$ cat src/hw/rtl/tfm_pkg.sv
// ----------------------------------------------------------------------------
// tfm_pkg
// shared widths, register indexes and severity codes of the fault monitor
// ----------------------------------------------------------------------------
package tfm_pkg;

    localparam int IN_DATA_W  = 72;
    localparam int OUT_DATA_W = 48;
    localparam int CFG_IDX_W  = 3;
    localparam int CFG_DATA_W = 16;

    // configuration register indexes
    localparam logic [CFG_IDX_W-1:0] REG_VOLTAGE_LOSS_LEVEL    = 3'd0;
    localparam logic [CFG_IDX_W-1:0] REG_PERSIST_SAMPLES       = 3'd1;
    localparam logic [CFG_IDX_W-1:0] REG_BROWNOUT_LEVEL        = 3'd2;
    localparam logic [CFG_IDX_W-1:0] REG_HEARTBEAT_LIMIT       = 3'd3;
    localparam logic [CFG_IDX_W-1:0] REG_OVERHEAT_LEVEL        = 3'd4;
    localparam logic [CFG_IDX_W-1:0] REG_LOW_CHARGE_LEVEL      = 3'd5;
    localparam logic [CFG_IDX_W-1:0] REG_CRITICAL_CHARGE_LEVEL = 3'd6;

    // register reset values
    localparam logic [15:0]        VOLTAGE_LOSS_LEVEL_RST    = 16'd27500;
    localparam logic [7:0]         PERSIST_SAMPLES_RST       = 8'd10;
    localparam logic [15:0]        BROWNOUT_LEVEL_RST        = 16'd21000;
    localparam logic [7:0]         HEARTBEAT_LIMIT_RST       = 8'd2;
    localparam logic signed [11:0] OVERHEAT_LEVEL_RST        = 12'sd260;
    localparam logic [9:0]         LOW_CHARGE_LEVEL_RST      = 10'd300;
    localparam logic [9:0]         CRITICAL_CHARGE_LEVEL_RST = 10'd100;

    // severity codes
    typedef logic [2:0] severity_t;
    localparam severity_t SEV_NONE         = 3'd0;
    localparam severity_t SEV_VOLTAGE_LOSS = 3'd1;
    localparam severity_t SEV_LOW_CHARGE   = 3'd2;
    localparam severity_t SEV_CRITICAL     = 3'd3;
    localparam severity_t SEV_HEAT_BROWN   = 3'd4;
    localparam severity_t SEV_HEARTBEAT    = 3'd5;

    localparam logic [7:0] COUNT_MAX = 8'hFF;

endpackage

$ cat src/hw/rtl/telemetry_fault_monitor_top.sv
// ----------------------------------------------------------------------------
// telemetry_fault_monitor_top
// fault monitor for a telemetry sample stream
// ----------------------------------------------------------------------------
// usage
// - s_axis carries one telemetry sample per item, m_axis one result per item
//   holding the six fault flags, the echoed timestamp and a severity code
// - cfg_valid/cfg_ready write one threshold register at cfg_index; write
//   only while no item is in flight; indexes beyond the list are ignored
// - a result is registered: it is visible in the cycle after its sample is accepted
// - throughput: one item per cycle while results are taken; the state update
//   and the severity priority fit between the input handshake and the result register
// - when m_axis stalls the result register holds and s_axis_tready drops
//   until the result is taken; a result taken frees the register in the same
//   cycle, so a new sample can be accepted without a gap
// - reset clears all flags and run counters and loads the threshold defaults
// ----------------------------------------------------------------------------
module telemetry_fault_monitor_top
(
    input  logic                             clk,
    input  logic                             rst_n,
    // configuration write channel
    input  logic                             cfg_valid,
    output logic                             cfg_ready,
    input  logic [tfm_pkg::CFG_IDX_W-1:0]    cfg_index,
    input  logic [tfm_pkg::CFG_DATA_W-1:0]   cfg_data,
    // sample stream
    input  logic                             s_axis_tvalid,
    output logic                             s_axis_tready,
    // sample_time[31:0], bus_millivolts[47:32], charge_tenths[57:48],
    // temp_tenths[69:58], heartbeat_seen[70], zero[71]
    input  logic [tfm_pkg::IN_DATA_W-1:0]    s_axis_tdata,
    // result stream
    output logic                             m_axis_tvalid,
    input  logic                             m_axis_tready,
    // time_echo[31:0], voltage_loss_flag[32], brownout_flag[33],
    // overheat_flag[34], low_charge_flag[35], critical_charge_flag[36],
    // heartbeat_lost_flag[37], severity[40:38], zero[47:41]
    output logic [tfm_pkg::OUT_DATA_W-1:0]   m_axis_tdata
);

    // threshold registers
    logic [15:0]        voltage_loss_level_reg;
    logic [7:0]         persist_samples_reg;
    logic [15:0]        brownout_level_reg;
    logic [7:0]         heartbeat_limit_reg;
    logic signed [11:0] overheat_level_reg;
    logic [9:0]         low_charge_level_reg;
    logic [9:0]         critical_charge_level_reg;

    // monitor state
    logic       heartbeat_lost_reg,      heartbeat_lost_next;
    logic       brownout_latched_reg,    brownout_latched_next;
    logic       overheat_latched_reg,    overheat_latched_next;
    logic       voltage_loss_active_reg, voltage_loss_active_next;
    logic       low_charge_active_reg,   low_charge_active_next;
    logic       critical_latched_reg,    critical_latched_next;
    logic [7:0] missing_beat_count_reg,  missing_beat_count_next;
    logic [7:0] low_volt_run_reg,        low_volt_run_next;
    logic [7:0] good_volt_run_reg,       good_volt_run_next;

    // result register
    logic                            out_valid_reg;
    logic [tfm_pkg::OUT_DATA_W-1:0]  out_data_reg, out_data_next;

    // unpacked sample
    logic [31:0]        sample_time;
    logic [15:0]        bus_millivolts;
    logic [9:0]         charge_tenths;
    logic signed [11:0] temp_tenths;
    logic               heartbeat_seen;

    logic               accept;
    logic               bus_low;
    logic [7:0]         persist_need;
    logic [7:0]         beat_need;
    logic [7:0]         low_run_inc;
    logic [7:0]         good_run_inc;
    logic [7:0]         beat_inc;
    tfm_pkg::severity_t severity;

    assign cfg_ready     = 1'b1;
    assign s_axis_tready = !out_valid_reg || m_axis_tready;
    assign accept        = s_axis_tvalid && s_axis_tready;
    assign m_axis_tvalid = out_valid_reg;
    assign m_axis_tdata  = out_data_reg;

    assign sample_time    = s_axis_tdata[31:0];
    assign bus_millivolts = s_axis_tdata[47:32];
    assign charge_tenths  = s_axis_tdata[57:48];
    assign temp_tenths    = $signed(s_axis_tdata[69:58]);
    assign heartbeat_seen = s_axis_tdata[70];

    // a zero run limit behaves as one
    assign persist_need = (persist_samples_reg == 8'd0) ? 8'd1 : persist_samples_reg;
    assign beat_need    = (heartbeat_limit_reg == 8'd0) ? 8'd1 : heartbeat_limit_reg;
    assign bus_low      = bus_millivolts < voltage_loss_level_reg;

    // saturating increments
    assign beat_inc     = (missing_beat_count_reg == tfm_pkg::COUNT_MAX)
                          ? tfm_pkg::COUNT_MAX : missing_beat_count_reg + 8'd1;
    assign low_run_inc  = (low_volt_run_reg == tfm_pkg::COUNT_MAX)
                          ? tfm_pkg::COUNT_MAX : low_volt_run_reg + 8'd1;
    assign good_run_inc = (good_volt_run_reg == tfm_pkg::COUNT_MAX)
                          ? tfm_pkg::COUNT_MAX : good_volt_run_reg + 8'd1;

    always_comb
    begin
        heartbeat_lost_next      = heartbeat_lost_reg;
        missing_beat_count_next  = missing_beat_count_reg;
        voltage_loss_active_next = voltage_loss_active_reg;
        low_volt_run_next        = low_volt_run_reg;
        good_volt_run_next       = good_volt_run_reg;

        // beat counter freezes once loss has latched
        if (!heartbeat_lost_reg)
        begin
            missing_beat_count_next = heartbeat_seen ? 8'd0 : beat_inc;
            if (missing_beat_count_next >= beat_need)
                heartbeat_lost_next = 1'b1;
        end

        brownout_latched_next = brownout_latched_reg || (bus_millivolts <= brownout_level_reg);
        overheat_latched_next = overheat_latched_reg || (temp_tenths >= overheat_level_reg);

        // both runs restart whenever the flag toggles
        if (!voltage_loss_active_reg)
        begin
            low_volt_run_next = bus_low ? low_run_inc : 8'd0;
            if (low_volt_run_next >= persist_need)
            begin
                voltage_loss_active_next = 1'b1;
                low_volt_run_next        = 8'd0;
                good_volt_run_next       = 8'd0;
            end
        end
        else
        begin
            good_volt_run_next = bus_low ? 8'd0 : good_run_inc;
            if (good_volt_run_next >= persist_need)
            begin
                voltage_loss_active_next = 1'b0;
                low_volt_run_next        = 8'd0;
                good_volt_run_next       = 8'd0;
            end
        end

        low_charge_active_next = charge_tenths <= low_charge_level_reg;
        critical_latched_next  = critical_latched_reg
                                 || (charge_tenths <= critical_charge_level_reg);

        priority if (heartbeat_lost_next)
            severity = tfm_pkg::SEV_HEARTBEAT;
        else if (overheat_latched_next || brownout_latched_next)
            severity = tfm_pkg::SEV_HEAT_BROWN;
        else if (critical_latched_next)
            severity = tfm_pkg::SEV_CRITICAL;
        else if (low_charge_active_next)
            severity = tfm_pkg::SEV_LOW_CHARGE;
        else if (voltage_loss_active_next)
            severity = tfm_pkg::SEV_VOLTAGE_LOSS;
        else
            severity = tfm_pkg::SEV_NONE;

        out_data_next = {7'd0,
                         severity,
                         heartbeat_lost_next,
                         critical_latched_next,
                         low_charge_active_next,
                         overheat_latched_next,
                         brownout_latched_next,
                         voltage_loss_active_next,
                         sample_time};
    end

    // configuration writes
    always_ff @(posedge clk or negedge rst_n)
    begin
        if (!rst_n)
        begin
            voltage_loss_level_reg    <= tfm_pkg::VOLTAGE_LOSS_LEVEL_RST;
            persist_samples_reg       <= tfm_pkg::PERSIST_SAMPLES_RST;
            brownout_level_reg        <= tfm_pkg::BROWNOUT_LEVEL_RST;
            heartbeat_limit_reg       <= tfm_pkg::HEARTBEAT_LIMIT_RST;
            overheat_level_reg        <= tfm_pkg::OVERHEAT_LEVEL_RST;
            low_charge_level_reg      <= tfm_pkg::LOW_CHARGE_LEVEL_RST;
            critical_charge_level_reg <= tfm_pkg::CRITICAL_CHARGE_LEVEL_RST;
        end
        else if (cfg_valid && cfg_ready)
        begin
            unique case (cfg_index)
                tfm_pkg::REG_VOLTAGE_LOSS_LEVEL:    voltage_loss_level_reg    <= cfg_data;
                tfm_pkg::REG_PERSIST_SAMPLES:       persist_samples_reg       <= cfg_data[7:0];
                tfm_pkg::REG_BROWNOUT_LEVEL:        brownout_level_reg        <= cfg_data;
                tfm_pkg::REG_HEARTBEAT_LIMIT:       heartbeat_limit_reg       <= cfg_data[7:0];
                tfm_pkg::REG_OVERHEAT_LEVEL:        overheat_level_reg        <= $signed(cfg_data[11:0]);
                tfm_pkg::REG_LOW_CHARGE_LEVEL:      low_charge_level_reg      <= cfg_data[9:0];
                tfm_pkg::REG_CRITICAL_CHARGE_LEVEL: critical_charge_level_reg <= cfg_data[9:0];
                default: ;
            endcase
        end
    end

    // monitor state, advanced once per accepted item
    always_ff @(posedge clk or negedge rst_n)
    begin
        if (!rst_n)
        begin
            heartbeat_lost_reg      <= 1'b0;
            brownout_latched_reg    <= 1'b0;
            overheat_latched_reg    <= 1'b0;
            voltage_loss_active_reg <= 1'b0;
            low_charge_active_reg   <= 1'b0;
            critical_latched_reg    <= 1'b0;
            missing_beat_count_reg  <= 8'd0;
            low_volt_run_reg        <= 8'd0;
            good_volt_run_reg       <= 8'd0;
        end
        else if (accept)
        begin
            heartbeat_lost_reg      <= heartbeat_lost_next;
            brownout_latched_reg    <= brownout_latched_next;
            overheat_latched_reg    <= overheat_latched_next;
            voltage_loss_active_reg <= voltage_loss_active_next;
            low_charge_active_reg   <= low_charge_active_next;
            critical_latched_reg    <= critical_latched_next;
            missing_beat_count_reg  <= missing_beat_count_next;
            low_volt_run_reg        <= low_volt_run_next;
            good_volt_run_reg       <= good_volt_run_next;
        end
    end

    // result register
    always_ff @(posedge clk or negedge rst_n)
    begin
        if (!rst_n)
            out_valid_reg <= 1'b0;
        else if (accept)
            out_valid_reg <= 1'b1;
        else if (m_axis_tready)
            out_valid_reg <= 1'b0;
    end

    always_ff @(posedge clk)
    begin
        if (accept)
            out_data_reg <= out_data_next;
    end

endmodule

$ cat config.mk
export PLATFORM = sky130hd
export DESIGN_NAME = telemetry_fault_monitor_top
export DESIGN_NICKNAME = d
export VERILOG_FILES = /design/src/hw/rtl/tfm_pkg.sv /design/src/hw/rtl/telemetry_fault_monitor_top.sv
export SDC_FILE = /design/constraint.sdc
export NUM_CORES = 1
export LEC_CHECK = 0
export BUFFER_PORTS_ARGS = -buffer_cell sky130_fd_sc_hd__buf_4
export CAP_MARGIN = 25
export CORE_MARGIN = 1
export CORE_UTILIZATION = 51
export CTS_CLUSTER_SIZE = 40
export DETAILED_ROUTE_END_ITERATION = 6
export PLACE_DENSITY = 0.77
export SYNTH_ARGS = -nofsm -noshare
export SYNTH_HDL_FRONTEND = slang
export SYNTH_SLANG_ARGS = --single-unit
$ cat constraint.sdc
create_clock -name clk -period 3.7 [get_ports clk]
set_clock_uncertainty 0.15 [all_clocks]
set_input_delay 0.37 -clock clk [delete_from_list [all_inputs] [get_ports clk]]
set_output_delay 0.37 -clock clk [all_outputs]
set_load 0.1 [all_outputs]
==> parameters.txt <==
Parameter                              Value

Status
  Status ... finished, violations left
  Violated checks ... setup timing

Synth
  Share of synthesized flip-flops with an asynchronous set or reset ... 72.85%
  Yosys reg bits ... 151
  Leading post-synthesis cells by instance count ... sky130_fd_sc_hd__ha_1 (90), sky130_fd_sc_hd__dfrtp_1 (85), sky130_fd_sc_hd__inv_1 (84), sky130_fd_sc_hd__nand2_1 (78), sky130_fd_sc_hd__o21ai_0 (63)
  Leading cell type by number of instances after synthesis ... sky130_fd_sc_hd__ha_1
  Area fraction of the dominant cell type after synthesis ... about a quarter
  Cell taking the most area after synthesis ... sky130_fd_sc_hd__dfrtp_1
  Count of flip-flops with a built-in enable after synthesis ... between 40 and 50
  Mean instance size in the synthesized netlist ... 10.44 sq um
  Synthesized area ... roughly 8400 sq um
  Synthesized instance count ... 800
  Dominant synthesized flop cell ... sky130_fd_sc_hd__dfrtp_1
  Number of distinct standard cells referenced by the synthesized netlist ... 66
  Largest cells by area after synthesis ... sky130_fd_sc_hd__dfrtp_1 (25%), sky130_fd_sc_hd__edfxtp_1 (15%), sky130_fd_sc_hd__ha_1 (13%)
  Proportion of synthesized chip area in sequential cells ... 48.06%
  Syn. warnings ... 0

Critical path
  Critical Path Fanout Max ... 4
  Critical path start-end classification ... reg2reg
  Critical path launch point type ... flop
  Kind of capture point of the worst setup path ... flop
  CP required ... approximately 3.9 ns
  Arr. time, crit path ... approximately 4.0 ns

Die
  Num rows ... 46
  Horizontal extent of the die ... about 130 um
  IO Count ... between 100 and 150
  Core box area ... around 16000 sq um
  Starting density of the core ... ~52%
  Die outline area ... between 15000 and 20000 sq um
  Die Y-Extent ... about 130 um

STA
  Final critical delay including setup and external delays ... approximately 3.8 ns
  Worst Hold Slack ... approximately 0.010 ns
  Number of failing setup endpoints in the final timing report ... 14
  Endpoints failing hold ... 0
  Total count of max-transition violations in the final report ... 0
  Share of the cycle needed by the critical path after routing ... 102.0%
  Relative slew slack ... 38.98%
  Setup TNS Final ... -0.6686 ns
  Setup repair after global routing missed its margin ... yes
  Worst-Margin Slew ... 0.9113 ns
  Worst Setup Slack, final ... -0.07239 ns
  Highest clock frequency the design can meet ... ~270 MHz

Cells and area
  Nets@finish ... about 1200
  Flip-flop count of the largest register, all copies and words added ... 41
  Number of diodes ... 0
  Final core utilization ... between 60% and 70%
  Share of layout cells above drive strength 1 ... 31.64%
  Area overhead of the layout relative to synthesis ... 31.96%

Drt
  DR WL/cell ... 16.37 um
  Number of search-and-repair iterations in the first detailed-routing pass ... 5
  Vias/cell ... between 5 and 6
  DRT Wirelength ... 20250 um
  Post-detailed-route DRC marker count ... 0
  Antenna-violating nets left ... 0
  Vias post-DR ... between 6000 and 7000
  Iteration-0 DRC count of the detailed router ... around 380

Power
  Power per standard cell area ... ~520 nW/um^2
  Pwr Total ... between 5 and 6 mW
  Switching fraction of total power ... 33.15%
  Relative contribution of sequential cells to total power ... 37.7%
  Leakage dissipation ... 5.099 nW
  Clock network power share ... between 30% and 40%
  Internal power contribution ... between 3 and 4 mW
  Maximum VDD drop ... between 0.3 and 0.4 mV
  Switching power ... about 1.9 mW
  Share of power burned in combinational logic ... 30.1%

CTS
  Later-pin clock latency in the skew report ... 0.43 ns
  H-Tree Depth ... 4
  Number of sinks driven by the clock tree ... between 150 and 200
  Clock slew at the register clock pins of the worst setup and hold paths ... 0.06 ns
  Clock Tree Root ... sky130_fd_sc_hd__clkbuf_16
  Total CTS buffers ... 17
  CTS tree ... done
  Worst-case clock buffer depth ... 2

Place
  PortBufs ... around 140
  Dpl ws ... -0.2466 ns
  Estimated wirelength of the detail-placed design ... 14270 um
  Final weighted congestion in routability-driven placement ... 0.8607

Min path
  Worst min-delay path class ... in2reg

Global routing
  Total track usage ... approximately a quarter
  Number of antenna violations at the first check in global routing ... 0
  Largest net degree at the start of global routing ... 71
  First-pass GRT wire length ... 32280 um
  Vias in the first global route ... 6644
  Residual overflow from global routing ... 0

Job
  Max_cap viols ... 0
cells by family (layout without fill, tap and decap cells):
family	after synthesis	after routing	synth area share (%)
mux	37	37	5.017
flops	151	151	48.06
other cells	2	8	0.08989
buf+inv	114	328	5.631
fa+ha+maj	90	90	13.48
compound gates	199	199	15.01
xor+xnor	10	10	1.048
simple gates	197	198	11.67
metal layers:
| layer | part of all wire [%] | vias up | track usage (%) |
|---|---|---|---|
| met5 | 0 | - | 0 |
| met4 | 2.3 | 0 | 10.74 |
| met3 | 4.8 | 30 | 5.248 |
| met2 | 49 | 204 | 43.60 |
| met1 | 44 | 3195 | 30.80 |
| li1 | - | 3272 | - |
cell usage in the layout (no fill, tap or decap), types with 8 or more instances in the layout:
master / count
sky130_fd_sc_hd__buf_4: 173
sky130_fd_sc_hd__clkbuf_16: 17
sky130_fd_sc_hd__and3_1: 10
sky130_fd_sc_hd__dlygate4sd3_1: 35
sky130_fd_sc_hd__nand2_1: 77
sky130_fd_sc_hd__nor2_1: 20
sky130_fd_sc_hd__a21oi_1: 52
sky130_fd_sc_hd__dfrtp_1: 85
sky130_fd_sc_hd__a31oi_1: 8
sky130_fd_sc_hd__nand3_1: 22
sky130_fd_sc_hd__dfstp_2: 25
sky130_fd_sc_hd__o21ai_0: 62
sky130_fd_sc_hd__conb_1: 8
sky130_fd_sc_hd__xnor2_1: 10
sky130_fd_sc_hd__ha_1: 87
sky130_fd_sc_hd__a21o_1: 10
sky130_fd_sc_hd__mux2_2: 35
sky130_fd_sc_hd__a21oi_2: 8
sky130_fd_sc_hd__inv_1: 81
sky130_fd_sc_hd__edfxtp_1: 41
power by group through the flow:
stage / logic [mW] / clock network [mW] / registers, mW
after floorplan: 0.891 / 0 / 2.35
after global placement: 1.52 / 0 / 2.17
after detailed placement: 1.57 / 0 / 2.18
after CTS: 1.67 / 1.87 / 2.15
after global routing: 1.90 / 1.95 / 2.18
final: 1.72 / 1.84 / 2.15
worst paths after layout:
path | from | endpoint | slack [ns] | cells past startpoint
worst max-delay path | voltage_loss_level_reg[8] | good_volt_run_reg[4] | -0.07 | 16
worst min-delay path | cfg_data[12] | brownout_level_reg[12] | 0.01 | 3
worst max register to register | voltage_loss_level_reg[8] | good_volt_run_reg[4] | -0.07 | 16
worst min register to register | critical_charge_level_reg[1] | critical_charge_level_reg[1] | 0.36 | 1
max in group asynchronous | rst_n | brownout_level_reg[14] | 2.05 | 3
min in group asynchronous | rst_n | critical_charge_level_reg[0] | 0.45 | 2
stage by stage:
step | std cells | cell area [sq um]
after floorplan | 806 | 8383
after global placement | 1167 | 9823
after detailed placement | 1167 | 9823
after CTS | 1236 | 10910
after global routing | 1237 | 11020
final | 1237 | 11020
critical path: stages (launching register included):
cell and delay, ns:
sky130_fd_sc_hd__dfstp_2 0.52, sky130_fd_sc_hd__inv_1 0.05, sky130_fd_sc_hd__ha_1 0.29, sky130_fd_sc_hd__and3_4 0.18, sky130_fd_sc_hd__nand4_1 0.20, sky130_fd_sc_hd__o41ai_4 0.49, sky130_fd_sc_hd__nor2_4 0.08, sky130_fd_sc_hd__buf_6 0.14
sky130_fd_sc_hd__buf_6 0.12, sky130_fd_sc_hd__a21oi_4 0.11, sky130_fd_sc_hd__ha_1 0.24, sky130_fd_sc_hd__o211ai_1 0.24, sky130_fd_sc_hd__nor3_2 0.12, sky130_fd_sc_hd__buf_4 0.15, sky130_fd_sc_hd__or2_4 0.24, sky130_fd_sc_hd__a211o_1 0.28
sky130_fd_sc_hd__a21oi_2 0.12
final cells by class:
cell class | instances | area [sq um]
clock inverters | 15 | 207.7
fillers | 1187 | 4918
multi-input cells | 542 | 4103
flip-flops and latches | 151 | 4015
inverters | 85 | 320.3
clock buffers | 17 | 425.4
repair buffers | 211 | 1683
well taps | 216 | 270.3
what timing repair did:
action | 4_1_cts | 5_1_grt
setup endpoints to repair | 19 | 21
gates resized for setup | 18 | 25
gates cloned | 1 | 0
hold endpoints to repair | 90 | 0
hold buffers | 35 | 0
pin swaps | 13 | 16
setup buffers | 1 | 1
No activity file was read; power rests on OpenSTA's default activity.
